File: config.mk
export PLATFORM = sky130hd
export DESIGN_NAME = websocket_frame_deframer
export DESIGN_NICKNAME = d
export VERILOG_FILES = /design/src/rtl/wsd_pkg.sv /design/src/rtl/wsd_parser.sv /design/src/rtl/wsd_out_buf.sv /design/src/rtl/websocket_frame_deframer.sv
export SDC_FILE = /design/constraint.sdc
export NUM_CORES = 1
export LEC_CHECK = 0
export BUFFER_PORTS_ARGS = -buffer_cell sky130_fd_sc_hd__buf_2
export CORE_ASPECT_RATIO = 0.7
export CORE_UTILIZATION = 49
export DETAILED_ROUTE_END_ITERATION = 10
export PLACE_DENSITY_LB_ADDON = 0.25
export SYNTH_ARGS = -nofsm -noshare
export SYNTH_HDL_FRONTEND = slang
export SYNTH_SLANG_ARGS = --single-unit
File: constraint.sdc
create_clock -name clk -period 5.8 [get_ports clk]
set_input_delay 1.16 -clock clk [delete_from_list [all_inputs] [get_ports clk]]
set_output_delay 1.16 -clock clk [all_outputs]
set_load 0.1 [all_outputs]
File: src/rtl/wsd_pkg.sv
package wsd_pkg;

	// Field and register widths.
	localparam int BYTE_W    = 8;
	localparam int LIMIT_W   = 16;
	localparam int CFG_IDX_W = 1;
	localparam int CFG_DATA_W = 16;
	localparam int LEN_W     = 32;
	localparam int HDR_CNT_W = 4;

	// Configuration register indexes.
	localparam logic [CFG_IDX_W-1:0] CFG_MAX_FRAME_TOTAL = 1'd0;
	localparam logic [CFG_IDX_W-1:0] CFG_PROTOCOL_SELECT = 1'd1;

	// Reset value of the frame size limit.
	localparam logic [LIMIT_W-1:0] MAX_FRAME_RESET = 16'hFFFF;

	// A first byte of exactly this value marks a close frame.
	localparam logic [BYTE_W-1:0] CLOSE_BYTE = 8'h88;

	// Seven-bit length codes: the code for the 16-bit extended length and the largest short length.
	localparam logic [6:0] LEN_CODE_EXT16 = 7'd126;
	localparam logic [6:0] LEN_CODE_MAX_SHORT = 7'd125;

	// Header byte counts at the end of the length byte, of the upper length half and of each extended length.
	localparam logic [HDR_CNT_W-1:0] HDR_EXT16_END = 4'd4;
	localparam logic [HDR_CNT_W-1:0] HDR_EXT64_LOW = 4'd6;
	localparam logic [HDR_CNT_W-1:0] HDR_EXT64_END = 4'd10;
	localparam logic [HDR_CNT_W-1:0] HDR_AFTER_LEN = 4'd2;

	// Event codes carried with each result word.
	typedef enum logic [1:0] {
		EV_DATA  = 2'd0,
		EV_EMPTY = 2'd1,
		EV_CLOSE = 2'd2,
		EV_ERROR = 2'd3
	} event_t;

	// One result word.
	typedef struct packed {
		logic [BYTE_W-1:0] data;
		event_t            ev;
		logic              last;
		logic              route;
	} res_t;

endpackage

File: src/rtl/wsd_parser.sv
module wsd_parser
	import wsd_pkg::*;
(
	input  logic               clk,
	input  logic               arst_n,
	input  logic               accept,
	input  logic [BYTE_W-1:0]  in_byte,
	input  logic [LIMIT_W-1:0] max_frame_total,
	input  logic               protocol_select,
	output logic               res_valid,
	output res_t               res
);

	typedef enum logic [2:0] {
		PH_FIRST   = 3'd0,
		PH_LEN     = 3'd1,
		PH_EXT16   = 3'd2,
		PH_EXT64   = 3'd3,
		PH_MASK    = 3'd4,
		PH_PAYLOAD = 3'd5
	} phase_t;

	phase_t               phase_q, phase_d;
	logic [HDR_CNT_W-1:0] hdr_cnt_q, hdr_cnt_d;
	logic [BYTE_W-1:0]    first_q, first_d;
	logic [LEN_W-1:0]     len_q, len_d;
	logic                 len_hi_q, len_hi_d;
	logic [LIMIT_W-1:0]   remain_q, remain_d;
	logic [LEN_W-1:0]     key_q, key_d;
	logic [1:0]           idx_q, idx_d;
	logic                 halted_q, halted_d;

	logic [HDR_CNT_W-1:0] hdr_cnt_inc;
	logic [1:0]           idx_inc;
	logic [LIMIT_W:0]     total;
	logic                 too_big;
	logic [BYTE_W-1:0]    key_byte;
	logic [LIMIT_W-1:0]   remain_dec;
	logic                 is_close;

	// Shared arithmetic for the header and payload phases.
	assign hdr_cnt_inc = hdr_cnt_q + 4'd1;
	assign idx_inc     = idx_q + 2'd1;
	assign total       = {1'b0, len_q[LIMIT_W-1:0]} + {{(LIMIT_W+1-HDR_CNT_W){1'b0}}, hdr_cnt_inc};
	assign too_big     = len_hi_q || (len_q[LEN_W-1:LIMIT_W] != '0) ||
		(total >= {1'b0, max_frame_total});
	assign key_byte    = key_q[{idx_q, 3'b000} +: BYTE_W];
	assign remain_dec  = remain_q - 16'd1;
	assign is_close    = (first_q == CLOSE_BYTE);

	// Next state and the result for the byte being accepted.
	always_comb begin
		phase_d   = phase_q;
		hdr_cnt_d = hdr_cnt_q;
		first_d   = first_q;
		len_d     = len_q;
		len_hi_d  = len_hi_q;
		remain_d  = remain_q;
		key_d     = key_q;
		idx_d     = idx_q;
		halted_d  = halted_q;
		res_valid = 1'b0;
		res.data  = '0;
		res.ev    = EV_DATA;
		res.last  = 1'b0;
		res.route = protocol_select;
		if (accept && !halted_q) begin
			unique case (phase_q)
				PH_LEN: begin
					hdr_cnt_d = HDR_AFTER_LEN;
					len_hi_d  = 1'b0;
					key_d     = '0;
					idx_d     = '0;
					len_d     = '0;
					if (in_byte[6:0] <= LEN_CODE_MAX_SHORT) begin
						len_d   = {{(LEN_W-7){1'b0}}, in_byte[6:0]};
						phase_d = PH_MASK;
					end else if (in_byte[6:0] == LEN_CODE_EXT16) begin
						phase_d = PH_EXT16;
					end else begin
						phase_d = PH_EXT64;
					end
				end
				PH_EXT16: begin
					len_d     = {16'd0, len_q[7:0], in_byte};
					hdr_cnt_d = hdr_cnt_inc;
					if (hdr_cnt_inc == HDR_EXT16_END) begin
						phase_d = PH_MASK;
					end
				end
				PH_EXT64: begin
					// The upper four length bytes only matter as nonzero or not.
					if (hdr_cnt_q < HDR_EXT64_LOW) begin
						if (in_byte != '0) begin
							len_hi_d = 1'b1;
						end
					end else begin
						len_d = {len_q[LEN_W-BYTE_W-1:0], in_byte};
					end
					hdr_cnt_d = hdr_cnt_inc;
					if (hdr_cnt_inc == HDR_EXT64_END) begin
						phase_d = PH_MASK;
					end
				end
				PH_MASK: begin
					key_d     = key_q | ({24'd0, in_byte} << {idx_q, 3'b000});
					idx_d     = idx_inc;
					hdr_cnt_d = hdr_cnt_inc;
					// All header checks are made on the last mask byte.
					if (idx_inc == 2'd0) begin
						if (too_big) begin
							halted_d  = 1'b1;
							res_valid = 1'b1;
							res.ev    = EV_ERROR;
						end else if (len_q == '0) begin
							phase_d   = PH_FIRST;
							res_valid = 1'b1;
							if (is_close) begin
								halted_d = 1'b1;
								res.ev   = EV_CLOSE;
							end else begin
								res.ev = EV_EMPTY;
							end
						end else begin
							remain_d = len_q[LIMIT_W-1:0];
							phase_d  = PH_PAYLOAD;
						end
					end
				end
				PH_PAYLOAD: begin
					idx_d    = idx_inc;
					remain_d = remain_dec;
					if (remain_dec == '0) begin
						phase_d = PH_FIRST;
					end
					// Close frame payload is swallowed; the close event ends it.
					if (is_close) begin
						if (remain_dec == '0) begin
							halted_d  = 1'b1;
							res_valid = 1'b1;
							res.ev    = EV_CLOSE;
						end
					end else begin
						res_valid = 1'b1;
						res.data  = in_byte ^ key_byte;
						res.ev    = EV_DATA;
						res.last  = (remain_dec == '0);
					end
				end
				default: begin
					first_d = in_byte;
					phase_d = PH_LEN;
				end
			endcase
		end
	end

	// Parser state registers.
	always_ff @(posedge clk or negedge arst_n) begin
		if (!arst_n) begin
			phase_q   <= PH_FIRST;
			hdr_cnt_q <= '0;
			first_q   <= '0;
			len_q     <= '0;
			len_hi_q  <= 1'b0;
			remain_q  <= '0;
			key_q     <= '0;
			idx_q     <= '0;
			halted_q  <= 1'b0;
		end else begin
			phase_q   <= phase_d;
			hdr_cnt_q <= hdr_cnt_d;
			first_q   <= first_d;
			len_q     <= len_d;
			len_hi_q  <= len_hi_d;
			remain_q  <= remain_d;
			key_q     <= key_d;
			idx_q     <= idx_d;
			halted_q  <= halted_d;
		end
	end

endmodule

File: src/rtl/wsd_out_buf.sv
module wsd_out_buf
	import wsd_pkg::*;
(
	input  logic clk,
	input  logic arst_n,
	input  logic push,
	input  res_t push_res,
	output logic full,
	output logic out_valid,
	input  logic out_stall,
	output res_t out_res
);

	logic out_valid_q;
	res_t out_res_q;
	logic skid_valid_q;
	res_t skid_res_q;
	logic pop;

	assign pop       = out_valid_q && !out_stall;
	assign full      = skid_valid_q;
	assign out_valid = out_valid_q;
	assign out_res   = out_res_q;

	// Output word register with one skid entry behind it.
	always_ff @(posedge clk or negedge arst_n) begin
		if (!arst_n) begin
			out_valid_q  <= 1'b0;
			skid_valid_q <= 1'b0;
			out_res_q    <= '0;
			skid_res_q   <= '0;
		end else if (skid_valid_q) begin
			if (pop) begin
				out_res_q    <= skid_res_q;
				skid_valid_q <= 1'b0;
			end
		end else if (push) begin
			if (!out_valid_q || pop) begin
				out_res_q   <= push_res;
				out_valid_q <= 1'b1;
			end else begin
				skid_res_q   <= push_res;
				skid_valid_q <= 1'b1;
			end
		end else if (pop) begin
			out_valid_q <= 1'b0;
		end
	end

endmodule

File: src/rtl/websocket_frame_deframer.sv
// WebSocket client frame deframer. Takes one stream byte per clock on the rx
// channel, walks the frame header (first byte, length code, optional 16-bit
// or 64-bit big-endian extended length, four mask bytes) and emits each
// unmasked payload byte on the ev channel through a registered output buffer,
// with last_of_frame set on the final byte. Empty frames, close frames and
// oversize frames give a single event word instead; after a close or a
// length error all further bytes are dropped until reset. The parser is a
// single registered step per byte, so a new byte can be accepted every
// clock; rx_stall rises only when the two-word output buffer is full
// because the consumer is holding ev_stall. Configuration writes are always
// ready and take effect on the next byte.
module websocket_frame_deframer
	import wsd_pkg::*;
(
	input  logic                  clk,
	input  logic                  arst_n,
	input  logic                  rx_valid,
	output logic                  rx_stall,
	input  logic [BYTE_W-1:0]     in_byte,
	output logic                  ev_valid,
	input  logic                  ev_stall,
	output logic [BYTE_W-1:0]     out_byte,
	output logic [1:0]            event_res,
	output logic                  last_of_frame,
	output logic                  route,
	input  logic                  cfg_valid,
	output logic                  cfg_ready,
	input  logic [CFG_IDX_W-1:0]  cfg_index,
	input  logic [CFG_DATA_W-1:0] cfg_data
);

	logic [LIMIT_W-1:0] max_frame_total_q;
	logic               protocol_select_q;
	logic               accept;
	logic               res_valid;
	res_t               res;
	logic               buf_full;
	res_t               out_res;

	assign cfg_ready = 1'b1;
	assign accept    = rx_valid && !buf_full;
	assign rx_stall  = buf_full;

	// Configuration registers.
	always_ff @(posedge clk or negedge arst_n) begin
		if (!arst_n) begin
			max_frame_total_q <= MAX_FRAME_RESET;
			protocol_select_q <= 1'b0;
		end else if (cfg_valid && cfg_ready) begin
			unique case (cfg_index)
				CFG_MAX_FRAME_TOTAL: max_frame_total_q <= cfg_data[LIMIT_W-1:0];
				CFG_PROTOCOL_SELECT: protocol_select_q <= cfg_data[0];
				default: ;
			endcase
		end
	end

	wsd_parser u_parser (
		.clk             (clk),
		.arst_n          (arst_n),
		.accept          (accept),
		.in_byte         (in_byte),
		.max_frame_total (max_frame_total_q),
		.protocol_select (protocol_select_q),
		.res_valid       (res_valid),
		.res             (res)
	);

	wsd_out_buf u_out_buf (
		.clk       (clk),
		.arst_n    (arst_n),
		.push      (res_valid),
		.push_res  (res),
		.full      (buf_full),
		.out_valid (ev_valid),
		.out_stall (ev_stall),
		.out_res   (out_res)
	);

	// Result word fields.
	assign out_byte      = out_res.data;
	assign event_res     = out_res.ev;
	assign last_of_frame = out_res.last;
	assign route         = out_res.route;

endmodule

==> qor.csv <==
metric;value;unit
result of the run;finished, final reports clean;
Layout Skew;0.01113;ns
CP max-delay cell;a32oi_2;
sequential share of the synthesized area;45.53;%
crit path kind;reg2reg;
commonest cells after routing, fill and taps aside;dfrtp_1, nand2_1, o21ai_0;
share of flip-flops with an asynchronous set or reset;100.0;%
Yosys reg bits;142;
Pwr per Cell Area;527.4;nW/um2
syn_nets;919;
core box area;15600;um2
Starting Density;50.33;%
Worst-Skew Late Latency;0.43;ns
HP Class;reg2reg;
Clock Root Buffer;clkbuf_16;
H-tree levels;4;
Nets;925;
Final min period;5.358;ns
Warnings, synthesis;0;
Total Wirelength;18.78;mm
Antenna Cells;0;
maxcap violations;0;
Slew HR;16.62;%
Sum Neg Setup Slack;0;ns
Hold Slack;0.4874;ns
Post-synth EDFFs;0;
pin count of the biggest net entering global routing;100;
Worst-Margin Slew;1.248;ns
Die H;107.9;um
Resized cells post-CTS;0;
worst-path maximum fanout;12;
vias in the first global route;5883;
CTS clk-pin slew, worst paths;0.07;ns
syn_area_per_cell;9.095;um2
Final Hold Viols;0;
most common cell after layout, fill and taps aside;dfrtp_1;
Critical Path RT;6.11;ns
Startpoint Class;flip-flop;
gpl congestion;0.8969;
# IOs;45;
Critical Path Max Stage Delay;0.87;ns
total CTS buffers;17;
grt total ovfl;0;
first-pass GRT wire length;31.06;mm
Area Growth Syn to Fin;10.66;%
DRC errors left;0;
Mapped Cells;863;
initial antenna violation count;0;
setup bufs post-CTS;0;
Max Root-Sink Buffers;2;
Post-Syn Area;7849;um2
Distinct cells, synth;64;
Final setup viols;0;
Die Span X;153.3;um
Port Buffers;43;
Synth Flop Type;dfrtp_1;
Total Routing Usage GR;24.22;%
Critical Path AT;5.66;ns
RSZ-0062 raised after global routing;no;
Peak Freq;186.7;MHz
DR WL/cell;17.36;um
Post-Route Utilization;55.70;%
crit end category;flip-flop;
worst vdd rail ir drop;0.2355;mV
DR vias/cell;5.799;
max-slew violation count;0;
routed vias;6274;
ratio of cells with drive above 1 in the final layout;16.44;%
First DRT Iteration DRCs;529;
CTS Hold Bufs;0;
DRT Pass-1 Iters;5;
die area;16540;um2
Routed Antenna Nets;0;
Final period util;92.37;%
P_leak;0.003862;uW
TritonCTS clock tree;done;
clock sinks;142;
dpl hpwl;12.84;mm
Critical Path, Cell by Cell;ha_1, fa_1, nand2b_1, a211oi_1, and3_1, nand3_1, xnor2_1, ha_1, nand3_1, nor3_1, o21ai_0, a32oi_2, mux2_2;
std cell rows;38;
number of fill cells in the layout;1460;
[worst paths after layout]
| check | slack (ns) | start | end | depth (start not counted) |
|---|---|---|---|---|
| worst max-delay path | 0.44 | u_parser.hdr_cnt_q[0] | u_out_buf.out_res[0] | 13 |
| worst min-delay path | 0.49 | u_parser.len_q[27] | u_parser.len_q[27] | 2 |
| worst max register to register | 0.44 | u_parser.hdr_cnt_q[0] | u_out_buf.out_res[0] | 13 |
| worst min register to register | 0.49 | u_parser.len_q[27] | u_parser.len_q[27] | 2 |
| max in group asynchronous | 3.82 | arst_n | u_parser.len_q[8] | 2 |
| min in group asynchronous | 0.84 | arst_n | u_out_buf.out_res[6] | 1 |
[cells by family (layout without fill, tap and decap cells)]
kind of cell | Yosys count | after routing | share of synthesized area, %
buf+inv | 103 | 122 | 5.452
flops | 142 | 142 | 45.53
fa+ha+maj | 26 | 26 | 4.240
mux | 46 | 46 | 7.652
xor+xnor | 25 | 25 | 2.790
simple gates | 308 | 308 | 18.44
compound gates | 212 | 212 | 15.85
other cells | 1 | 1 | 0.04778
[through the flow]
| step | instance area (um2) | setup slack (ns) | std cells | power [uW] |
|---|---|---|---|---|
| after floorplan | 7849 | 1.322 | 863 | 3063 |
| after global placement | 8095 | 0.6633 | 1050 | 3468 |
| after detailed placement | 8095 | 0.4929 | 1050 | 3499 |
| after CTS | 8686 | 0.4735 | 1082 | 4586 |
| after global routing | 8686 | 0.1552 | 1082 | 4904 |
| final | 8686 | 0.4425 | 1082 | 4581 |
[registers in the layout (all words and copies together) (netlist names)]
register and count:
max_frame_total_q 16, protocol_select_q 1, u_out_buf.full 1, u_out_buf.out_res 12, u_out_buf.out_valid 1, u_out_buf.skid_res_q 12
u_parser.first_q 8, u_parser.halted_q 1, u_parser.hdr_cnt_q 4, u_parser.idx_q 2, u_parser.key_q 32, u_parser.len_hi_q 1
u_parser.len_q 32, u_parser.phase_q 3, u_parser.remain_q 16
[synthesized netlist by cell type (all sizes together) (8+ instances only)]
library cell / count / area share [%]
dfrtp: 126 / 40
nand2: 119 / 5.7
o22ai: 8 / 0.64
o21ai: 84 / 5.4
nor3: 21 / 1.4
a21oi: 69 / 4.4
ha: 25 / 4.0
nor4: 20 / 1.8
inv: 42 / 2.0
nand3: 17 / 1.1
buf: 12 / 1.1
nand2b: 8 / 0.64
mux2: 26 / 3.8
mux4: 8 / 2.3
o2bb2ai: 9 / 1.0
nor2: 77 / 3.7
xnor2: 19 / 2.1
nand4: 12 / 0.96
dfstp: 16 / 5.4
mux2i: 12 / 1.5
clkbuf: 49 / 2.4
[routing by layer]
layer  up-vias  GRT usage [%]  wire length [um]
li1       3035              -                 -
met1      3032          37.50              9606
met2       186          34.02              7844
met3        21          4.509              1119
met4         0          6.782               212
met5         -              0                 0
[critical path, delay by kind of cell, from the launching register on]
family / cells / cell delay (ns)
multiplexers: 1 / 0.41
AO/OA/AOI/OAI: 3 / 1.81
flip-flops: 1 / 0.44
AND/OR/NAND/NOR: 5 / 1.32
XOR/XNOR: 1 / 0.16
adder cells (fa/ha/maj): 3 / 1.10
[layout make-up]
cell class	instances	area, um2	share of cell area [%]
Tap cell	200	250.2	2.881
Multi-Input combinational cell	618	3855	44.38
Timing Repair Buffer	48	259.0	2.982
Clock inverter	14	151.4	1.743
Clock buffer	18	439.2	5.056
Sequential cell	142	3573	41.14
Inverter	42	157.7	1.815
[power breakdown]
part,switching (uW),internal [uW]
Clock,490,584
Sequential,364,1290
Combinational,1150,705
No activity file was read; power rests on OpenSTA's default activity.
